File: config.mk
export PLATFORM = sky130hd
export DESIGN_NAME = edf_preemptive_scheduler_flat
export DESIGN_NICKNAME = d
export VERILOG_FILES = /design/src/rtl/core/edfs_pkg.sv /design/src/rtl/core/edfs_ifs.sv /design/src/rtl/core/edfs_slot_store.sv /design/src/rtl/core/edf_preemptive_scheduler.sv /design/src/flat_wrapper.sv
export SDC_FILE = /design/constraint.sdc
export NUM_CORES = 2
export LEC_CHECK = 0
export ABC_AREA = 1
export BUFFER_PORTS_ARGS = -buffer_cell sky130_fd_sc_hd__buf_2
export CAP_MARGIN = 5
export CORE_UTILIZATION = 25
export CTS_BUF_LIST = sky130_fd_sc_hd__clkbuf_8
export CTS_CLUSTER_SIZE = 12
export DETAILED_ROUTE_END_ITERATION = 8
export PLACE_DENSITY_LB_ADDON = 0.05
export SLEW_MARGIN = 15
export SYNTH_ARGS = -nofsm -noshare
export SYNTH_HDL_FRONTEND = slang
export SYNTH_HIERARCHICAL = 1
export SYNTH_SLANG_ARGS = --single-unit
File: constraint.sdc
create_clock -name clk -period 26.7 [get_ports clk]
set_clock_uncertainty 0.2 [all_clocks]
set_input_delay 2.67 -clock clk [delete_from_list [all_inputs] [get_ports clk]]
set_output_delay 2.67 -clock clk [all_outputs]
set_load 0.03 [all_outputs]
File: src/rtl/core/edfs_pkg.sv
// ============================================================================
// edfs_pkg: shared types and constants of the EDF scheduler
// Field widths, request and status codes, and the memory command struct.
// ============================================================================
package edfs_pkg;

  // Field widths
  localparam int TASK_ID_W = 8;
  localparam int BURST_W   = 16;
  localparam int TIME_W    = 32;
  localparam int FACTOR_W  = 4;
  localparam int STATUS_W  = 2;

  // Deadline factor after reset
  localparam logic [FACTOR_W-1:0] FACTOR_RESET = 4'd2;

  // Request types
  localparam logic REQ_ARRIVAL = 1'b0;
  localparam logic REQ_TICK    = 1'b1;

  // Result status codes
  localparam logic [STATUS_W-1:0] ST_ACCEPT = 2'd0;
  localparam logic [STATUS_W-1:0] ST_FULL   = 2'd1;
  localparam logic [STATUS_W-1:0] ST_RAN    = 2'd2;
  localparam logic [STATUS_W-1:0] ST_IDLE   = 2'd3;

  // Write commands to the slot store
  typedef struct packed {
    logic fill;  // store a new task in every field
    logic dec;   // write back a decremented remaining time
  } slot_cmd_t;

endpackage

File: src/rtl/core/edfs_ifs.sv
// ============================================================================
// edfs channel interfaces
// Request, response and configuration channels with valid/ready handshake.
// ============================================================================

// Request channel: task arrival or time tick
interface edfs_req_if;
  import edfs_pkg::*;
  logic                 valid;
  logic                 ready;
  logic                 req_type;
  logic [TASK_ID_W-1:0] task_id;
  logic [BURST_W-1:0]   burst_length;

  modport source(output valid, output req_type, output task_id, output burst_length,
                 input ready);
  modport sink(input valid, input req_type, input task_id, input burst_length,
               output ready);
endinterface

// Response channel: one result per request
interface edfs_rsp_if;
  import edfs_pkg::*;
  logic                 valid;
  logic                 ready;
  logic [STATUS_W-1:0]  status;
  logic [TASK_ID_W-1:0] run_id;
  logic                 completed;
  logic [TIME_W-1:0]    turnaround;
  logic [TIME_W-1:0]    time_now;

  modport source(output valid, output status, output run_id, output completed,
                 output turnaround, output time_now, input ready);
  modport sink(input valid, input status, input run_id, input completed,
               input turnaround, input time_now, output ready);
endinterface

// Configuration channel: deadline factor write
interface edfs_cfg_if;
  import edfs_pkg::*;
  logic                valid;
  logic                ready;
  logic [FACTOR_W-1:0] deadline_factor;

  modport source(output valid, output deadline_factor, input ready);
  modport sink(input valid, input deadline_factor, output ready);
endinterface

File: src/rtl/core/edfs_slot_store.sv
// ============================================================================
// edfs_slot_store: task table memories
// One memory per slot field, one write address and registered reads.
// Deadlines have their own read address for the scan.
// ============================================================================
module edfs_slot_store #(
  parameter int MAX_TASKS = 16
) (
  input  logic                                   clk,
  input  edfs_pkg::slot_cmd_t                    cmd,
  input  logic [$clog2(MAX_TASKS)-1:0]           wr_addr,
  input  logic [edfs_pkg::TASK_ID_W-1:0]         fill_task,
  input  logic [edfs_pkg::BURST_W-1:0]           fill_rem,
  input  logic [edfs_pkg::TIME_W-1:0]            fill_dl,
  input  logic [edfs_pkg::TIME_W-1:0]            fill_arr,
  input  logic [edfs_pkg::BURST_W-1:0]           dec_rem,
  input  logic [$clog2(MAX_TASKS)-1:0]           dl_addr,
  output logic [edfs_pkg::TIME_W-1:0]            dl_rd,
  input  logic [$clog2(MAX_TASKS)-1:0]           rd_addr,
  output logic [edfs_pkg::TASK_ID_W-1:0]         task_rd,
  output logic [edfs_pkg::BURST_W-1:0]           rem_rd,
  output logic [edfs_pkg::TIME_W-1:0]            arr_rd
);
  import edfs_pkg::*;

  logic [TASK_ID_W-1:0] task_mem [MAX_TASKS];
  logic [BURST_W-1:0]   rem_mem  [MAX_TASKS];
  logic [TIME_W-1:0]    dl_mem   [MAX_TASKS];
  logic [TIME_W-1:0]    arr_mem  [MAX_TASKS];

  // Writes: a fill stores all fields, a decrement only the remaining time
  always_ff @(posedge clk) begin
    if (cmd.fill) begin
      task_mem[wr_addr] <= fill_task;
      dl_mem[wr_addr]   <= fill_dl;
      arr_mem[wr_addr]  <= fill_arr;
    end
    if (cmd.fill || cmd.dec) begin
      rem_mem[wr_addr] <= cmd.fill ? fill_rem : dec_rem;
    end
  end

  // Registered reads
  always_ff @(posedge clk) begin
    dl_rd   <= dl_mem[dl_addr];
    task_rd <= task_mem[rd_addr];
    rem_rd  <= rem_mem[rd_addr];
    arr_rd  <= arr_mem[rd_addr];
  end

endmodule

File: src/rtl/core/edf_preemptive_scheduler.sv
// ============================================================================
// edf_preemptive_scheduler: preemptive earliest-deadline-first scheduler
// Task table of MAX_TASKS slots, arrival and tick requests, one result each.
// ============================================================================
// One request is handled at a time; req.ready is high only while the block
// is idle. An arrival walks the valid bits one slot per cycle until the
// lowest free slot, or through the last slot when the table is full. A tick
// streams every stored deadline through a single shared 32-bit comparator,
// one slot per cycle through registered deadline reads, then makes the
// preemption decision, updates the chosen task and stages the result once
// the output register is free; an idle tick skips the update. The sequencer
// returns to idle on the edge that stages the result, so the next request can
// be accepted from the following cycle on. The result sits in an output
// register, so the next request is taken while it waits. Deadline factor
// writes are taken at any time and are meant for an idle block.
// ============================================================================
module edf_preemptive_scheduler #(
  parameter int MAX_TASKS = 16
) (
  input logic       clk,
  input logic       rst,
  edfs_req_if.sink  req,
  edfs_rsp_if.source rsp,
  edfs_cfg_if.sink  cfg
);
  import edfs_pkg::*;

  localparam int SLOT_W = $clog2(MAX_TASKS);
  localparam int CNT_W  = $clog2(MAX_TASKS + 1);
  localparam int PROD_W = BURST_W + FACTOR_W;
  localparam logic [CNT_W-1:0] CNT_LAST = CNT_W'(MAX_TASKS - 1);
  localparam logic [CNT_W-1:0] CNT_END  = CNT_W'(MAX_TASKS);
  localparam logic [TIME_W-1:0] TIME_MAX = '1;

  typedef enum logic [5:0] {
    S_IDLE  = 6'b000001,
    S_ASCAN = 6'b000010,
    S_TSCAN = 6'b000100,
    S_TPICK = 6'b001000,
    S_TRUN  = 6'b010000,
    S_DONE  = 6'b100000
  } state_t;

  // Control state
  state_t                state;
  logic [FACTOR_W-1:0]   factor;
  logic [MAX_TASKS-1:0]  slot_valid;
  logic [TIME_W-1:0]     now_count;
  logic                  running_valid;
  logic [SLOT_W-1:0]     running_slot;
  logic [CNT_W-1:0]      cnt;
  logic                  pipe_vld;
  logic                  best_found;
  logic                  o_vld;

  // Payload
  logic [TASK_ID_W-1:0]  task_q;
  logic [BURST_W-1:0]    burst_q;
  logic [SLOT_W-1:0]     pipe_idx;
  logic [SLOT_W-1:0]     best_idx;
  logic [TIME_W-1:0]     best_dl;
  logic [TIME_W-1:0]     run_dl;
  logic [STATUS_W-1:0]   res_status;
  logic [TASK_ID_W-1:0]  res_run_id;
  logic                  res_completed;
  logic [TIME_W-1:0]     res_turn;
  logic [TIME_W-1:0]     res_time;
  logic [STATUS_W-1:0]   o_status;
  logic [TASK_ID_W-1:0]  o_run_id;
  logic                  o_completed;
  logic [TIME_W-1:0]     o_turn;
  logic [TIME_W-1:0]     o_time;

  // Datapath nets
  logic [SLOT_W-1:0]     scan_slot;
  logic [TIME_W-1:0]     cmp_a;
  logic [TIME_W-1:0]     cmp_b;
  logic                  cmp_lt;
  logic [PROD_W-1:0]     dl_prod;
  logic [TIME_W:0]       dl_sum;
  logic [TIME_W-1:0]     dl_new;
  logic [TIME_W-1:0]     now_inc;
  logic                  run_ok;
  logic                  keep_run;
  logic                  pick_any;
  logic [SLOT_W-1:0]     pick_slot;
  logic                  last_unit;
  logic                  out_free;
  slot_cmd_t             cmd;
  logic [SLOT_W-1:0]     wr_addr;
  logic [TIME_W-1:0]     dl_rd;
  logic [TASK_ID_W-1:0]  task_rd;
  logic [BURST_W-1:0]    rem_rd;
  logic [TIME_W-1:0]     arr_rd;

  assign scan_slot = cnt[SLOT_W-1:0];

  // Shared deadline comparator: scan against best, then best against running
  always_comb begin
    if (state == S_TPICK) begin
      cmp_a = best_dl;
      cmp_b = run_dl;
    end else begin
      cmp_a = dl_rd;
      cmp_b = best_dl;
    end
  end
  assign cmp_lt = cmp_a < cmp_b;

  // New deadline, saturating
  assign dl_prod = burst_q * factor;
  assign dl_sum  = {1'b0, now_count} + (TIME_W + 1)'(dl_prod);
  assign dl_new  = dl_sum[TIME_W] ? TIME_MAX : dl_sum[TIME_W-1:0];

  // Saturating time step
  assign now_inc = (now_count == TIME_MAX) ? now_count : now_count + 1'b1;

  // Preemption decision: keep the running task unless a strictly earlier one waits
  assign run_ok    = running_valid && slot_valid[running_slot];
  assign keep_run  = run_ok && !cmp_lt;
  assign pick_any  = keep_run || best_found;
  assign pick_slot = keep_run ? running_slot : best_idx;

  assign last_unit = rem_rd <= BURST_W'(1);
  assign out_free  = !o_vld || rsp.ready;

  // Slot store control
  always_comb begin
    cmd.fill = (state == S_ASCAN) && !slot_valid[scan_slot];
    cmd.dec  = (state == S_TRUN) && !last_unit;
    wr_addr  = (state == S_ASCAN) ? scan_slot : running_slot;
  end

  edfs_slot_store #(
    .MAX_TASKS(MAX_TASKS)
  ) u_store (
    .clk      (clk),
    .cmd      (cmd),
    .wr_addr  (wr_addr),
    .fill_task(task_q),
    .fill_rem (burst_q),
    .fill_dl  (dl_new),
    .fill_arr (now_count),
    .dec_rem  (rem_rd - 1'b1),
    .dl_addr  (scan_slot),
    .dl_rd    (dl_rd),
    .rd_addr  (pick_slot),
    .task_rd  (task_rd),
    .rem_rd   (rem_rd),
    .arr_rd   (arr_rd)
  );

  // Configuration register
  assign cfg.ready = 1'b1;
  always_ff @(posedge clk) begin
    if (rst) begin
      factor <= FACTOR_RESET;
    end else if (cfg.valid) begin
      factor <= cfg.deadline_factor;
    end
  end

  // Sequencer and control state
  always_ff @(posedge clk) begin
    if (rst) begin
      state         <= S_IDLE;
      slot_valid    <= '0;
      now_count     <= '0;
      running_valid <= 1'b0;
      running_slot  <= '0;
      cnt           <= '0;
      pipe_vld      <= 1'b0;
      best_found    <= 1'b0;
    end else begin
      case (state)
        S_IDLE: begin
          if (req.valid) begin
            cnt        <= '0;
            pipe_vld   <= 1'b0;
            best_found <= 1'b0;
            state      <= (req.req_type == REQ_TICK) ? S_TSCAN : S_ASCAN;
          end
        end
        S_ASCAN: begin
          if (!slot_valid[scan_slot]) begin
            slot_valid[scan_slot] <= 1'b1;
            state                 <= S_DONE;
          end else if (cnt == CNT_LAST) begin
            state <= S_DONE;
          end else begin
            cnt <= cnt + 1'b1;
          end
        end
        S_TSCAN: begin
          pipe_vld <= (cnt != CNT_END);
          if (pipe_vld && slot_valid[pipe_idx] && (!best_found || cmp_lt)) begin
            best_found <= 1'b1;
          end
          if (cnt == CNT_END) begin
            state <= S_TPICK;
          end else begin
            cnt <= cnt + 1'b1;
          end
        end
        S_TPICK: begin
          if (pick_any) begin
            running_valid <= 1'b1;
            running_slot  <= pick_slot;
            state         <= S_TRUN;
          end else begin
            running_valid <= 1'b0;
            now_count     <= now_inc;
            state         <= S_DONE;
          end
        end
        S_TRUN: begin
          now_count <= now_inc;
          if (last_unit) begin
            slot_valid[running_slot] <= 1'b0;
            running_valid            <= 1'b0;
          end
          state <= S_DONE;
        end
        S_DONE: begin
          if (out_free) begin
            state <= S_IDLE;
          end
        end
        default: begin
          state <= S_IDLE;
        end
      endcase
    end
  end

  // Scan registers and result staging
  always_ff @(posedge clk) begin
    case (state)
      S_IDLE: begin
        if (req.valid) begin
          task_q  <= req.task_id;
          burst_q <= (req.burst_length == '0) ? BURST_W'(1) : req.burst_length;
        end
      end
      S_ASCAN: begin
        res_status    <= slot_valid[scan_slot] ? ST_FULL : ST_ACCEPT;
        res_run_id    <= '0;
        res_completed <= 1'b0;
        res_turn      <= '0;
        res_time      <= now_count;
      end
      S_TSCAN: begin
        pipe_idx <= scan_slot;
        if (pipe_vld && slot_valid[pipe_idx] && (!best_found || cmp_lt)) begin
          best_idx <= pipe_idx;
          best_dl  <= dl_rd;
        end
        if (pipe_vld && (pipe_idx == running_slot)) begin
          run_dl <= dl_rd;
        end
      end
      S_TPICK: begin
        res_status    <= ST_IDLE;
        res_run_id    <= '0;
        res_completed <= 1'b0;
        res_turn      <= '0;
        res_time      <= now_inc;
      end
      S_TRUN: begin
        res_status    <= ST_RAN;
        res_run_id    <= task_rd;
        res_completed <= last_unit;
        res_turn      <= last_unit ? now_inc - arr_rd : '0;
        res_time      <= now_inc;
      end
      default: begin
      end
    endcase
  end

  // Output register
  always_ff @(posedge clk) begin
    if (rst) begin
      o_vld <= 1'b0;
    end else if (state == S_DONE && out_free) begin
      o_vld <= 1'b1;
    end else if (rsp.ready) begin
      o_vld <= 1'b0;
    end
  end

  always_ff @(posedge clk) begin
    if (state == S_DONE && out_free) begin
      o_status    <= res_status;
      o_run_id    <= res_run_id;
      o_completed <= res_completed;
      o_turn      <= res_turn;
      o_time      <= res_time;
    end
  end

  assign req.ready      = (state == S_IDLE);
  assign rsp.valid      = o_vld;
  assign rsp.status     = o_status;
  assign rsp.run_id     = o_run_id;
  assign rsp.completed  = o_completed;
  assign rsp.turnaround = o_turn;
  assign rsp.time_now   = o_time;

  // A request starts the sequencer
  a_busy_after_accept: assert property (@(posedge clk) disable iff (rst)
    (req.valid && req.ready) |=> (state != S_IDLE))
    else $error("sequencer stayed idle after a request transaction");

  // Results are only produced from the done state
  a_result_from_done: assert property (@(posedge clk) disable iff (rst)
    $rose(o_vld) |-> $past(state == S_DONE))
    else $error("result appeared outside the done state");

  // Between requests a running mark always points at a stored task
  a_running_slot_valid: assert property (@(posedge clk) disable iff (rst)
    (state == S_IDLE && running_valid) |-> slot_valid[running_slot])
    else $error("running mark on a free slot");

  // Time never goes backwards
  a_time_monotonic: assert property (@(posedge clk) disable iff (rst)
    1'b1 |=> (now_count >= $past(now_count)))
    else $error("time counter decreased");

endmodule

File: src/flat_wrapper.sv
// flat-port wrapper written by rule: the top's interface ports become plain ports
module edf_preemptive_scheduler_flat import edfs_pkg::*;
#(
  parameter int MAX_TASKS = 16
)
  (clk, rst, req_valid, req_req_type, req_task_id, req_burst_length, req_ready, rsp_valid, rsp_status, rsp_run_id, rsp_completed, rsp_turnaround, rsp_time_now, rsp_ready, cfg_valid, cfg_deadline_factor, cfg_ready);
  edfs_req_if req_i ();
  edfs_rsp_if rsp_i ();
  edfs_cfg_if cfg_i ();
  input logic clk;
  input logic rst;
  input wire logic [$bits(req_i.valid)-1:0] req_valid;
  input wire logic [$bits(req_i.req_type)-1:0] req_req_type;
  input wire logic [$bits(req_i.task_id)-1:0] req_task_id;
  input wire logic [$bits(req_i.burst_length)-1:0] req_burst_length;
  output wire logic [$bits(req_i.ready)-1:0] req_ready;
  output wire logic [$bits(rsp_i.valid)-1:0] rsp_valid;
  output wire logic [$bits(rsp_i.status)-1:0] rsp_status;
  output wire logic [$bits(rsp_i.run_id)-1:0] rsp_run_id;
  output wire logic [$bits(rsp_i.completed)-1:0] rsp_completed;
  output wire logic [$bits(rsp_i.turnaround)-1:0] rsp_turnaround;
  output wire logic [$bits(rsp_i.time_now)-1:0] rsp_time_now;
  input wire logic [$bits(rsp_i.ready)-1:0] rsp_ready;
  input wire logic [$bits(cfg_i.valid)-1:0] cfg_valid;
  input wire logic [$bits(cfg_i.deadline_factor)-1:0] cfg_deadline_factor;
  output wire logic [$bits(cfg_i.ready)-1:0] cfg_ready;
  assign req_i.valid = req_valid;
  assign req_i.req_type = req_req_type;
  assign req_i.task_id = req_task_id;
  assign req_i.burst_length = req_burst_length;
  assign req_ready = req_i.ready;
  assign rsp_valid = rsp_i.valid;
  assign rsp_status = rsp_i.status;
  assign rsp_run_id = rsp_i.run_id;
  assign rsp_completed = rsp_i.completed;
  assign rsp_turnaround = rsp_i.turnaround;
  assign rsp_time_now = rsp_i.time_now;
  assign rsp_i.ready = rsp_ready;
  assign cfg_i.valid = cfg_valid;
  assign cfg_i.deadline_factor = cfg_deadline_factor;
  assign cfg_ready = cfg_i.ready;
  edf_preemptive_scheduler #(.MAX_TASKS(MAX_TASKS)) u_core (.clk(clk), .rst(rst), .req(req_i), .rsp(rsp_i), .cfg(cfg_i));
endmodule
==> results_dict.tcl <==
set metrics [dict create \
    outcome "finished, final reports clean" \
    yosysWarnings 6 \
    req_time_crit_path_ns 27.49 \
    coreArea_mm2 0.325 \
    yosys_most_used_dff "sky130_fd_sc_hd__edfxtp_1" \
    post_route_cells_drive_above_1_share_pct 9.50 \
    std_cell_rows 209 \
    ir_drop_uv 32.3 \
    wire_length_of_the_first_global_routing_pass_mm 416 \
    count_of_mapped_cells_out_of_synthesis 8109 \
    fin_setup_tns_ns 0 \
    numPlacedInstances 12300 \
    drt-initial-drc-count 4107 \
    cp_common_cell "sky130_fd_sc_hd__nand2_1" \
    drt_drc_violations_left 0 \
    power_switching_w 0.00184 \
    clock_insertion_delay_worst_skew_ns 1.06 \
    final_nets 8496 \
    cts_setup_buffers 0 \
    initial_antenna_violation_count 25 \
    overflow_left_after_global_routing 0 \
    final_cell_mix "sky130_fd_sc_hd__nand2_1 (2370), sky130_fd_sc_hd__edfxtp_1 (1654), sky130_fd_sc_hd__inv_1 (1531)" \
    sequentialPowerShare_pct 49.8 \
    crit_path_max_fanout 144 \
    switching_share_pct 27.4 \
    globalplace.congestion 0.815 \
    final.period_utilization_pct 24.9 \
    maxSlewViolCount 0 \
    power.static_leakage_nw 39.6 \
    vias_in_the_first_global_route 55200 \
    flops_latches_synth 1813 \
    cts-hold-fix-buffers 0 \
    routed_wire_length_per_instance_um 22.7 \
    dr_total_vias 56300 \
    commonest_non_fill_non_tap_cell_in_the_layout "sky130_fd_sc_hd__nand2_1" \
    fraction_of_power_consumed_by_combinational_cells_pct 9.4 \
    fin_worst_hold_slack_ns 0.195 \
    clock-sinks 1813 \
    synth_seq_area_share_pct 64.7 \
    vias_per_cell 4.35 \
    cts-buffers-inserted 357 \
    clk_transition_reported_paths_ns 0.06 \
    cts_tree "built" \
    cts_max_level 5 \
    synthesis.area_mm2 0.0817 \
    startpoint_type "flip-flop" \
    finalNonFillerCells 12900 \
    power_report.internal_total_w 0.00489 \
    num_io_pins 112 \
    total_die_area_mm2 0.329 \
    detail-route-antenna-nets 0 \
    max_slew_margin_pct 20.1 \
    cts.repair.resized 0 \
    place.detailed.hpwl_mm 161 \
    fp.dieH_um 574 \
    synth_area_per_cell_um2 10.1 \
    max-cap-violations 0 \
    pin_count_of_the_biggest_net_entering_global_routing 191 \
    ctsRootBufferMaster "sky130_fd_sc_hd__clkbuf_8" \
    syn_nets 8289 \
    timing.critical_path.slowest_stage_cell "sky130_fd_sc_hd__buf_4" \
    power_w 0.00673 \
    initial_utilization_pct 25.2 \
    track_usage_pct 17.5 \
    die_w_um 574 \
    critPathMaxStageDelay_ns 0.78 \
    fin_crit_ns 6.65 \
    synth-edff-count 1654 \
    fin_area_mm2 0.0938 \
    timing_hold_violations_final 0 \
    postRouteWirelength_mm 293 \
    clock_path_buffers 4 \
    worstSetupEndpointType "flip-flop" \
    timing.critical_path.arrival_ns 7.44 \
    rsz_0062_raised_after_global_routing "false" \
    worst-setup-path-type "flip-flop to flip-flop" \
    type_of_the_tightest_min_delay_check "flip-flop to flip-flop" \
    finalSetupViolCount 0 \
    worst_slew_pin_slew_ns 1.19 \
    drtPass1Iterations 6 \
    dpl-instance-area_mm2 0.0868 \
    port-buffer-count 110 \
    syn_to_layout_area_delta_pct 14.8 \
    powerDensity_mw_per_mm2 71.8 \
    synth.distinct_cells 62 \
    asyncSetResetFlopFracSynth_pct 0 \
    fmax_mhz 150 \
    power_frac_clock_pct 40.8 \
]
power by group through the flow:
stage	registers [W]	clock network [W]	logic (W)
floorplan	0.00339	0	0.000379
global placement	0.00341	0	0.000647
detailed placement	0.00341	0	0.000648
CTS	0.00335	0.00287	0.000650
global route	0.00336	0.00298	0.000713
finish	0.00335	0.00275	0.000632
cell families (layout without fill, tap and decap cells):
family / after synthesis / count (layout) / share of synthesized area (%)
simple gates: 3861 / 3861 / 20.0
buf+inv: 1804 / 2304 / 9.21
flops: 1813 / 1813 / 64.7
compound gates: 429 / 429 / 2.84
fa+ha+maj: 146 / 146 / 2.66
other cells: 1 / 7 / 0.00459
xor+xnor: 55 / 55 / 0.617
registers in the layout, summed over array words and instances (netlist names), 128 cells and up:
register                 count
u_core/u_store/rem_mem     256
u_core/u_store/task_mem    128
u_core/u_store/dl_mem      512
u_core/u_store/arr_mem     512
synthesized netlist by cell type, types with 8 or more instances:
cell type	number	area [um2]
sky130_fd_sc_hd__dfxtp_1	159	3180
sky130_fd_sc_hd__nor3_1	25	125
sky130_fd_sc_hd__o22ai_1	8	50.1
sky130_fd_sc_hd__or2_2	10	62.6
sky130_fd_sc_hd__inv_1	1411	5300
sky130_fd_sc_hd__clkbuf_1	111	417
sky130_fd_sc_hd__a21oi_1	168	841
sky130_fd_sc_hd__nand3_1	1165	5830
sky130_fd_sc_hd__nor2_1	216	811
sky130_fd_sc_hd__nand2_1	2372	8900
sky130_fd_sc_hd__nand4_1	21	131
sky130_fd_sc_hd__o21ai_0	188	941
sky130_fd_sc_hd__buf_2	146	731
sky130_fd_sc_hd__ha_1	100	1250
sky130_fd_sc_hd__a31oi_1	8	50.1
sky130_fd_sc_hd__fa_1	46	921
sky130_fd_sc_hd__inv_2	13	48.8
sky130_fd_sc_hd__o21a_1	13	97.6
sky130_fd_sc_hd__buf_1	26	97.6
sky130_fd_sc_hd__buf_4	37	278
sky130_fd_sc_hd__edfxtp_1	1654	49700
sky130_fd_sc_hd__nor4_1	15	93.8
sky130_fd_sc_hd__xnor2_1	13	114
sky130_fd_sc_hd__xor2_1	39	342
sky130_fd_sc_hd__buf_6	56	631
layout make-up:
cell class	count	area, um2
sequential	1813	52900
fill	33900	231000
tap	4325	5410
inverter	1428	5400
antenna	6	15.0
multi-input combinational	4492	21600
clock buffer	411	5660
clock inverter	241	1260
timing repair buffer	224	1580
per-stage QoR:
step	worst slack [ns]	util (%)
global route	19.42	28.9
floorplan	16.01	-
global placement	20.09	26.7
finish	20.05	28.9
CTS	19.93	28.9
detailed placement	19.95	26.8
routing by layer:
layer	vias up	global-route usage, %	share of wire (%)
met2	1322	26.9	44
met4	0	4.68	2.5
met1	27700	25.1	49
li1	26900	-	-
met5	-	0	0
met3	406	2.99	4.9
path summary, 6_finish.rpt:
check / cells after the start / start / endpoint / slack [ns]
hold / removal: 0 / u_core/res_time[7]$_DFFE_PP_ / u_core/rsp.time_now[7]$_DFFE_PP_ / 0.20
setup / recovery: 28 / u_core/state[4]$_SDFFE_PP0P_ / u_core/u_store/rem_rd[8]$_DFF_P_ / 20.05
hold reg to reg: 0 / u_core/res_time[7]$_DFFE_PP_ / u_core/rsp.time_now[7]$_DFFE_PP_ / 0.20
setup reg to reg: 28 / u_core/state[4]$_SDFFE_PP0P_ / u_core/u_store/rem_rd[8]$_DFF_P_ / 20.05
worst max-delay path, delay by kind of cell, from the launching register on:
| kind | cells | cell delay, ns |
|---|---|---|
| AOI/OAI and AO/OA | 2 | 0.26 |
| buffers and inverters | 5 | 3.10 |
| DFF | 1 | 0.45 |
| and+or+nand+nor | 20 | 1.92 |
| adders and majority gates | 1 | 0.34 |
Note: power is estimated with default switching activity, not from simulation.
